`src/sv/rrq_pkg.sv`:
```
// Package for the retransmission queue: operation codes, register indexes,
// field widths, reset values and the sequencer state type. No dependencies.
`default_nettype none
package rrq_pkg;

  localparam int SEQ_W   = 32;
  localparam int TIME_W  = 32;
  localparam int INT_W   = 16;
  localparam int ATT_W   = 5;
  localparam int PEND_W  = 5;
  localparam int OP_W    = 2;
  localparam int IN_TDATA_W  = 64;
  localparam int OUT_TDATA_W = 48;
  localparam int OUT_TUSER_W = 2;
  localparam int APB_AW  = 3;
  localparam int APB_DW  = 32;

  localparam logic [OP_W-1:0] OP_ENQ   = 2'd0;
  localparam logic [OP_W-1:0] OP_ACK   = 2'd1;
  localparam logic [OP_W-1:0] OP_TICK  = 2'd2;
  localparam logic [OP_W-1:0] OP_CLEAR = 2'd3;

  // register select is address bit 2
  localparam logic REG_INTERVAL = 1'b0;
  localparam logic REG_MAX_ATT  = 1'b1;

  localparam logic [INT_W-1:0] INTERVAL_RST = 16'd120;
  localparam logic [ATT_W-1:0] MAX_ATT_RST  = 5'd25;

  typedef enum logic [2:0] {
    ST_IDLE,
    ST_WPRIME,
    ST_WALK,
    ST_EPRIME,
    ST_EMIT,
    ST_NULL
  } state_t;

endpackage
`default_nettype wire

```
`src/sv/reliable_retransmit_queue_unit.sv`:
```
// Retransmission queue with cumulative acknowledgement, single module.
// Depends on rrq_pkg for codes, widths and the sequencer state type.
//
// Input transactions arrive on s_*: s_tuser carries the operation (enqueue,
// ack, tick, clear), s_tdata the sequence and current time. Results leave on
// m_*: m_tuser flags resend/overflow, m_tdata carries sequence, attempt count
// and pending count; m_tlast marks the final result of one input transaction.
// Enqueue, ack and clear give one result, loaded into the output register on
// the accepting edge (valid from the next cycle); the block is idle again at once.
// A tick with N entries held occupies the block, plus output stalls, for these
// steps: accept, a prime of the memory read, the walk over all N entries (one
// shared subtract/compare unit judges an entry a cycle and writes survivors
// back compacted), one more prime, then the emit pass over the survivors up to
// the last one resent, each resent entry sending its result. With nothing due,
// or with an empty queue, a single null result follows instead. All results carry final count.
// s_tready is high only in idle with the output register free or being taken;
// the emit pass holds its place at a resent entry until the output register is free.
// Reset (rst, synchronous) empties the queue, clears the ack and loads the
// register defaults; the entry memory itself is not cleared.
// Configuration over APB: 0x0 resend interval, 0x4 max attempts.
`default_nettype none
module reliable_retransmit_queue_unit
  import rrq_pkg::*;
#(
  parameter int QUEUE_DEPTH = 16
) (
  input  wire logic                    clk,
  input  wire logic                    rst,
  // slave side
  input  wire logic                    s_tvalid,
  output logic                         s_tready,
  input  wire logic [IN_TDATA_W-1:0]   s_tdata,   // [31:0] seq, [63:32] time_ms
  input  wire logic [OP_W-1:0]         s_tuser,   // [1:0] op
  // master side
  output logic                         m_tvalid,
  input  wire logic                    m_tready,
  output logic [OUT_TDATA_W-1:0]       m_tdata,   // [31:0] resend_seq, [36:32] attempts_now,
                                                  // [41:37] pending_count, rest zero
  output logic [OUT_TUSER_W-1:0]       m_tuser,   // [0] resend, [1] overflow
  output logic                         m_tlast,
  // configuration
  input  wire logic                    psel,
  input  wire logic                    penable,
  input  wire logic                    pwrite,
  input  wire logic [APB_AW-1:0]       paddr,
  input  wire logic [APB_DW-1:0]       pwdata,
  output logic [APB_DW-1:0]            prdata,
  output logic                         pready
);

  localparam int IW = (QUEUE_DEPTH > 1) ? $clog2(QUEUE_DEPTH) : 1;
  localparam int CW = $clog2(QUEUE_DEPTH + 1);

  // ---------------------------------------------------------------- state
  state_t state, state_next;

  logic [CW-1:0]     count;
  logic [SEQ_W-1:0]  acked;
  logic [INT_W-1:0]  interval;
  logic [ATT_W-1:0]  max_att;
  logic [TIME_W-1:0] now_ms;

  logic [IW-1:0]     rd_idx;     // entry whose data sits in the read register
  logic [CW-1:0]     wr_cnt;     // survivors written back so far
  logic [IW-1:0]     e_idx;      // emit pass position
  logic [IW-1:0]     last_idx;   // last survivor marked as resent
  logic              any_rs;
  logic [QUEUE_DEPTH-1:0] flags; // resent marks, by compacted position

  // entry memory, one write and one registered read port
  logic [SEQ_W-1:0]  mem_seq  [QUEUE_DEPTH];
  logic [TIME_W-1:0] mem_time [QUEUE_DEPTH];
  logic [ATT_W-1:0]  mem_att  [QUEUE_DEPTH];
  logic [SEQ_W-1:0]  rd_seq;
  logic [TIME_W-1:0] rd_time;
  logic [ATT_W-1:0]  rd_att;

  // output register payload
  logic              o_resend, o_ovf, o_last;
  logic [SEQ_W-1:0]  o_seq;
  logic [ATT_W-1:0]  o_att;
  logic [PEND_W-1:0] o_pend;

  // ------------------------------------------------------- input decode
  logic              accept;
  logic              out_free;
  logic [SEQ_W-1:0]  in_seq;
  logic [TIME_W-1:0] in_time;
  logic              full;

  assign in_seq   = s_tdata[SEQ_W-1:0];
  assign in_time  = s_tdata[IN_TDATA_W-1:SEQ_W];
  assign out_free = !m_tvalid || m_tready;
  assign s_tready = (state == ST_IDLE) && out_free;
  assign accept   = s_tvalid && s_tready;
  assign full     = (count == CW'(QUEUE_DEPTH));

  // ------------------------------------------- shared judge for one entry
  logic              walk_drop, walk_due, walk_keep, walk_end;
  logic [TIME_W-1:0] age;
  logic [ATT_W-1:0]  att_inc;

  assign age       = now_ms - rd_time;
  assign walk_drop = (rd_seq <= acked) || (rd_att >= max_att);
  assign walk_due  = age >= {{(TIME_W-INT_W){1'b0}}, interval};
  assign walk_keep = !walk_drop;
  assign att_inc   = rd_att + ATT_W'(1);
  assign walk_end  = (CW'(rd_idx) + CW'(1)) == count;

  logic emit_flag, emit_last;
  assign emit_flag = flags[e_idx];
  assign emit_last = (e_idx == last_idx);

  // ----------------------------------------------------------- next state
  always_comb begin
    state_next = state;
    case (state)
      ST_IDLE: begin
        if (accept && s_tuser == OP_TICK) begin
          state_next = (count == '0) ? ST_NULL : ST_WPRIME;
        end
      end
      ST_WPRIME: state_next = ST_WALK;
      ST_WALK: begin
        if (walk_end) begin
          state_next = (any_rs || (walk_keep && walk_due)) ? ST_EPRIME : ST_NULL;
        end
      end
      ST_EPRIME: state_next = ST_EMIT;
      ST_EMIT: begin
        if (emit_flag && out_free && emit_last) begin
          state_next = ST_IDLE;
        end
      end
      ST_NULL: begin
        if (out_free) begin
          state_next = ST_IDLE;
        end
      end
      default: state_next = ST_IDLE;
    endcase
  end

  // ------------------------------------------------------ control outputs
  logic              load_out;
  logic              n_resend, n_ovf, n_last;
  logic [SEQ_W-1:0]  n_seq;
  logic [ATT_W-1:0]  n_att;
  logic [PEND_W-1:0] n_pend;
  logic              mem_we;
  logic [IW-1:0]     mem_waddr, mem_raddr;
  logic [SEQ_W-1:0]  w_seq;
  logic [TIME_W-1:0] w_time;
  logic [ATT_W-1:0]  w_att;
  logic              emit_adv;

  always_comb begin
    load_out  = 1'b0;
    n_resend  = 1'b0;
    n_ovf     = 1'b0;
    n_last    = 1'b1;
    n_seq     = '0;
    n_att     = '0;
    n_pend    = PEND_W'(count);
    mem_we    = 1'b0;
    mem_waddr = wr_cnt[IW-1:0];
    mem_raddr = '0;
    w_seq     = rd_seq;
    w_time    = walk_due ? now_ms : rd_time;
    w_att     = walk_due ? att_inc : rd_att;
    emit_adv  = 1'b0;
    case (state)
      ST_IDLE: begin
        if (accept) begin
          case (s_tuser)
            OP_ENQ: begin
              load_out = 1'b1;
              n_ovf    = full;
              n_pend   = full ? PEND_W'(count) : PEND_W'(count + CW'(1));
              mem_we    = !full;
              mem_waddr = count[IW-1:0];
              w_seq     = in_seq;
              w_time    = in_time;
              w_att     = '0;
            end
            OP_ACK:   load_out = 1'b1;
            OP_CLEAR: begin
              load_out = 1'b1;
              n_pend   = '0;
            end
            default: ;  // tick: results come after the walk, or as a null result on an empty queue
          endcase
        end
      end
      ST_WALK: begin
        mem_raddr = IW'(rd_idx + IW'(1));
        mem_we    = walk_keep;
      end
      ST_EMIT: begin
        emit_adv = !emit_flag || out_free;
        mem_raddr = emit_adv ? IW'(e_idx + IW'(1)) : e_idx;
        if (emit_flag && out_free) begin
          load_out = 1'b1;
          n_resend = 1'b1;
          n_seq    = rd_seq;
          n_att    = rd_att;
          n_last   = emit_last;
        end
      end
      ST_NULL: load_out = out_free;
      default: ;  // primes read address zero
    endcase
  end

  // -------------------------------------------------------------- memory
  always_ff @(posedge clk) begin
    if (mem_we) begin
      mem_seq[mem_waddr]  <= w_seq;
      mem_time[mem_waddr] <= w_time;
      mem_att[mem_waddr]  <= w_att;
    end
    rd_seq  <= mem_seq[mem_raddr];
    rd_time <= mem_time[mem_raddr];
    rd_att  <= mem_att[mem_raddr];
  end

  // ----------------------------------------------------- control registers
  always_ff @(posedge clk) begin
    if (rst) begin
      state    <= ST_IDLE;
      count    <= '0;
      acked    <= '0;
      m_tvalid <= 1'b0;
    end else begin
      state <= state_next;
      if (load_out) begin
        m_tvalid <= 1'b1;
      end else if (m_tready) begin
        m_tvalid <= 1'b0;
      end
      if (accept) begin
        case (s_tuser)
          OP_ENQ: begin
            if (!full) begin
              count <= count + CW'(1);
            end
          end
          OP_ACK: begin
            if (in_seq > acked) begin
              acked <= in_seq;
            end
          end
          OP_CLEAR: begin
            count <= '0;
            acked <= '0;
          end
          default: ;
        endcase
      end
      if (state == ST_WALK && walk_end) begin
        count <= wr_cnt + CW'(walk_keep);
      end
    end
  end

  // configuration registers
  always_ff @(posedge clk) begin
    if (rst) begin
      interval <= INTERVAL_RST;
      max_att  <= MAX_ATT_RST;
    end else if (psel && penable && pwrite && pready) begin
      case (paddr[2])
        REG_INTERVAL: interval <= pwdata[INT_W-1:0];
        REG_MAX_ATT:  max_att  <= pwdata[ATT_W-1:0];
        default: ;
      endcase
    end
  end

  assign pready = 1'b1;
  always_comb begin
    case (paddr[2])
      REG_INTERVAL: prdata = {{(APB_DW-INT_W){1'b0}}, interval};
      REG_MAX_ATT:  prdata = {{(APB_DW-ATT_W){1'b0}}, max_att};
      default:      prdata = '0;
    endcase
  end

  // ------------------------------------------------------- walk bookkeeping
  always_ff @(posedge clk) begin
    if (accept && s_tuser == OP_TICK) begin
      now_ms <= in_time;
      rd_idx <= '0;
      wr_cnt <= '0;
      e_idx  <= '0;
      any_rs <= 1'b0;
    end
    if (state == ST_WALK) begin
      rd_idx <= IW'(rd_idx + IW'(1));
      if (walk_keep) begin
        wr_cnt <= wr_cnt + CW'(1);
        flags[wr_cnt[IW-1:0]] <= walk_due;
        if (walk_due) begin
          any_rs   <= 1'b1;
          last_idx <= wr_cnt[IW-1:0];
        end
      end
    end
    if (state == ST_EMIT && emit_adv) begin
      e_idx <= IW'(e_idx + IW'(1));
    end
  end

  // ------------------------------------------------------- output register
  always_ff @(posedge clk) begin
    if (load_out) begin
      o_resend <= n_resend;
      o_ovf    <= n_ovf;
      o_last   <= n_last;
      o_seq    <= n_seq;
      o_att    <= n_att;
      o_pend   <= n_pend;
    end
  end

  assign m_tdata = {{(OUT_TDATA_W-SEQ_W-ATT_W-PEND_W){1'b0}}, o_pend, o_att, o_seq};
  assign m_tuser = {o_ovf, o_resend};
  assign m_tlast = o_last;

`ifndef SYNTHESIS
  // queue never holds more than its depth
  a_count_bound: assert property (@(posedge clk) disable iff (rst)
    count <= CW'(QUEUE_DEPTH))
    else $error("entry count beyond queue depth");

  // compaction never writes ahead of the read position
  a_wr_behind_rd: assert property (@(posedge clk) disable iff (rst)
    (state == ST_WALK) |-> (wr_cnt <= CW'(rd_idx)))
    else $error("compaction write pointer ahead of read pointer");

  // single-result operations present their final result on the next cycle
  a_single_result: assert property (@(posedge clk) disable iff (rst)
    (s_tvalid && s_tready && s_tuser != OP_TICK) |=> (m_tvalid && m_tlast))
    else $error("single-result operation gave no final result");

  // a resend result always carries a non-zero attempt count
  a_resend_att: assert property (@(posedge clk) disable iff (rst)
    (m_tvalid && m_tuser[0]) |-> (m_tdata[SEQ_W+ATT_W-1:SEQ_W] != '0))
    else $error("resend result with bad attempt count");
`endif

endmodule
`default_nettype wire

```
`config.mk`:
```
export PLATFORM = sky130hd
export DESIGN_NAME = reliable_retransmit_queue_unit
export DESIGN_NICKNAME = d
export VERILOG_FILES = /design/src/sv/rrq_pkg.sv /design/src/sv/reliable_retransmit_queue_unit.sv
export SDC_FILE = /design/constraint.sdc
export NUM_CORES = 2
export LEC_CHECK = 0
export BUFFER_PORTS_ARGS = -buffer_cell sky130_fd_sc_hd__buf_2
export CAP_MARGIN = 5
export CELL_PAD_IN_SITES_DETAIL_PLACEMENT = 0
export CELL_PAD_IN_SITES_GLOBAL_PLACEMENT = 1
export CORE_UTILIZATION = 40
export DETAILED_ROUTE_END_ITERATION = 8
export GPL_TIMING_DRIVEN = 0
export PLACE_DENSITY_LB_ADDON = 0.1
export SYNTH_ARGS = -nofsm -noshare
export SYNTH_HDL_FRONTEND = slang
export SYNTH_SLANG_ARGS = --single-unit
```
`constraint.sdc`:
```
create_clock -name clk -period 5.07 [get_ports clk]
set_clock_uncertainty 0.1 [all_clocks]
set_input_delay 0.507 -clock clk [delete_from_list [all_inputs] [get_ports clk]]
set_output_delay 0.507 -clock clk [all_outputs]
set_load 0.05 [all_outputs]
```
==> metrics.cfg <==
[worst_hold_path]
min_path_type = input port to flop
min-delay-start = paddr[2]
hold_end = interval[0]$_SDFFE_PP0P_
min_delay_path_depth = 4

[global_route]
grt_first_pass_wirelength_um = 259000
antenna_found_initial = 7
grt_overflow = 0
first_global_vias = 37400
grt_max_degree = 50
grtUsageTotal_pct = 24.8

[detailed_routing]
first_pass_iters = 6
drt_iter0_markers = 3718
via_per_inst = 5.41
final_antenna_net_count = 0
vias = 38700
wirelength_um = 180000
wire_per_inst_um = 25.2
drc_errors = 0

[placement]
portBuffers = 152
dpl.hpwl_um = 121000
placed_area_um2 = 60700
pre_cts_slack_ps = -2230
gp_congestion = 0.849

[logic_synthesis]
muxShareOfSynthArea_pct = 1.57
synth_cell_types = 82
synth-compound-area-share_pct = 8.53
synth-edff-count = 1209
ys.flop_type = edfxtp_1
syn-mean-instance-area_um2 = 12.3
syn_inst = 4627
synthArstFlopShare_pct = 0
synth_area_um2 = 56900
synthAdderAreaFrac_pct = 2.92
synth-xor-area-share_pct = 0.508
synth_top_family_by_area = simple AND/OR/NAND/NOR gates
yosys.area_share.simple_pct = 14.8
ys_seq_area_share_pct = 68.6
ys_seq_elements = 1346
yosys_warnings = 0

[worst_setup_path]
crit_type = flop to flop
endpoint_kind = flop
arrival_ps = 5830
r2r_start = e_idx[0]$_SDFFCE_PN0P_
cp_max_fo = 10
required_ps = 5520
start_kind = flop
r2r_slack_ps = -300
worst_r2r_path_depth = 12
r2r_end = rd_time[0]$_DFF_P_

[timing]
finalSetupTns_ps = -113080
fmaxAchievable_ghz = 0.186
rsz0062_at_grt = true
maxSlewViolCount = 0
timing.hold.ws_ps = 131
finalSetupViolations = 672
worst_slack_ps = -304
slew_headroom_pct = 7.52
period_share_pct = 106
hold_viol_final = 0
post-route-min-period_ps = 5370
worstMarginPinSlew_ps = 1390

[pwr]
p_total_mw = 38.2
power_density_nw_per_um2 = 558
power.leakage_nw = 24.7
ir_drop_mv = 0.306

[cts]
cts_buffer_depth = 3
worstSkewPairLatency_ps = 780
h-tree-depth = 4
cts_made_buffers = 149
clock_sinks = 1346
cts_tree = built
clk_pin_slew_ps = 60
cts-root-buf = clkbuf_16

[cells_and_area]
drive_gt1_share_pct = 14.8
syn_to_final_growth_pct = 20.4
final_area_um2 = 68500
nNetsFinal = 5376

[floorplan]
die_height_um = 379
ios = 194
dieArea_um2 = 144000
core_um2 = 141000
fp-row-count = 138
start_util_pct = 40.3
die_width_um = 379

[outcome]
violations = setup timing
status = complete, but fails checks

[flow_run]
cap_viol_max_count = 0

-- cell families (layout without fill, tap and decap cells) --
family          after synthesis  in the layout
simple gates               1947           1947
other cells                   2             25
compound gates              692            693
buf+inv                     392           1004
xor+xnor                     33             33
mux                          83             83
flops                      1346           1346
fa+ha+maj                   132            132
-- cells in the mapped netlist, types with 15 or more instances --
cell type / count / area (µm²)
mux2i_1: 76 / 761
nand4_1: 28 / 175
nor2b_1: 19 / 119
dfxtp_1: 137 / 2740
a21o_1: 37 / 278
nor3_1: 15 / 75.1
o21ai_1: 84 / 420
o221a_2: 59 / 664
buf_4: 37 / 278
clkbuf_1: 169 / 634
a21oi_1: 75 / 375
a311oi_1: 65 / 569
a31oi_1: 199 / 1240
nand3_1: 312 / 1560
buf_2: 64 / 320
and2_1: 43 / 269
xnor2_1: 20 / 175
o21ai_0: 52 / 260
ha_1: 131 / 1640
and3_1: 107 / 669
o21a_1: 20 / 150
edfxtp_1: 1209 / 36300
nand2_1: 1284 / 4820
inv_1: 106 / 398
nor2_1: 89 / 334
-- sequential cells by signal, summed over array words and instances, names as in the netlist, 32 cells and up --
| register | cells |
|---|---|
| o_seq | 32 |
| mem_att | 80 |
| now_ms | 32 |
| acked | 32 |
| mem_seq | 512 |
| rd_time | 32 |
| rd_seq | 32 |
| mem_time | 512 |
-- layer usage --
metal  wire length, µm  vias to the layer above  track usage (%)
li1                  -                    18000                -
met1             82400                    19400             35.4
met2             84300                     1079             39.9
met3              9500                      236             3.15
met4              3980                        0             6.50
met5                 0                        -                0
-- stage by stage --
stage | util (%) | std cells
floorplan | - | 4648
global placement | 42.6 | 6690
detailed placement | 43.0 | 6713
CTS | 48.0 | 7121
global route | 48.5 | 7151
finish | 48.5 | 7153
-- final cells by class --
class,count,area [µm²]
plain buffers,286,1390
inverters,106,398
clock inverters,63,462
repair buffers,336,3390
clock buffers,213,4100
fillers,12800,72800
flip-flops and latches,1346,39100
diodes,2,5.00
multi-input cells,2911,17300
well taps,1890,2360
-- worst max-delay path by stage --
stage | startpoint | to | slack [ps] | cells past startpoint
after floorplan | m_tvalid$_SDFFE_PP0P_ | m_tlast$_SDFFCE_PN1P_ | 60 | 6
after detailed placement | now_ms[0]$_DFFE_PP_ | mem_time[12][28]$_DFFE_PP_ | -2230 | 21
after CTS | now_ms[0]$_DFFE_PP_ | mem_time[0][5]$_DFFE_PP_ | -290 | 22
final | e_idx[0]$_SDFFCE_PN0P_ | rd_time[0]$_DFF_P_ | -300 | 12
after global routing | now_ms[1]$_DFFE_PP_ | mem_time[15][4]$_DFFE_PP_ | -520 | 25
after global placement | now_ms[0]$_DFFE_PP_ | mem_time[7][31]$_DFFE_PP_ | -2600 | 20
-- cell usage in the layout (no fill, tap or decap), types with 43 or more instances in the layout --
cell           instances
inv_1                105
clkbuf_1             220
o21ai_1               54
dlygate4sd3_1         81
and2_1                43
nand2_1             1282
a311oi_1              65
edfxtp_1            1209
o21ai_0               45
nor2_1                85
nand3_1              312
a31oi_1              199
o221a_2               59
ha_1                 123
buf_2                217
mux2i_1               45
a21oi_1               68
dfxtp_1              135
buf_4                 64
clkbuf_16            157
and3_1                91
-- critical path: stages, from the launching register on --
cell      delay (ps)
edfxtp_1         340
buf_2            280
mux4_2           550
mux4_2           580
a21oi_1          200
o21ai_1          150
nand2_1          620
buf_2            420
clkbuf_1         530
clkbuf_1         720
nand3_1          210
a31oi_1          210
o21ai_1          230
-- where the power goes --
| part | internal [mW] | leakage [nW] | switching [mW] | total [mW] |
|---|---|---|---|---|
| Sequential | 14.2 | 12.1 | 0.638 | 14.8 |
| Clock | 5.85 | 2.22 | 4.44 | 10.3 |
| Combinational | 4.16 | 10.4 | 8.97 | 13.1 |
-- what timing repair did --
| action | in CTS | in global routing |
|---|---|---|
| resized for setup | 163 | 63 |
| cloned | 9 | 4 |
| hold buffers | 81 | 0 |
| endpoints found under the hold margin | 86 | 0 |
| pin swaps | 37 | 40 |
| buffers inserted | 42 | 26 |
| setup endpoints to repair | 1857 | 771 |
No activity file was read; power rests on OpenSTA's default activity.
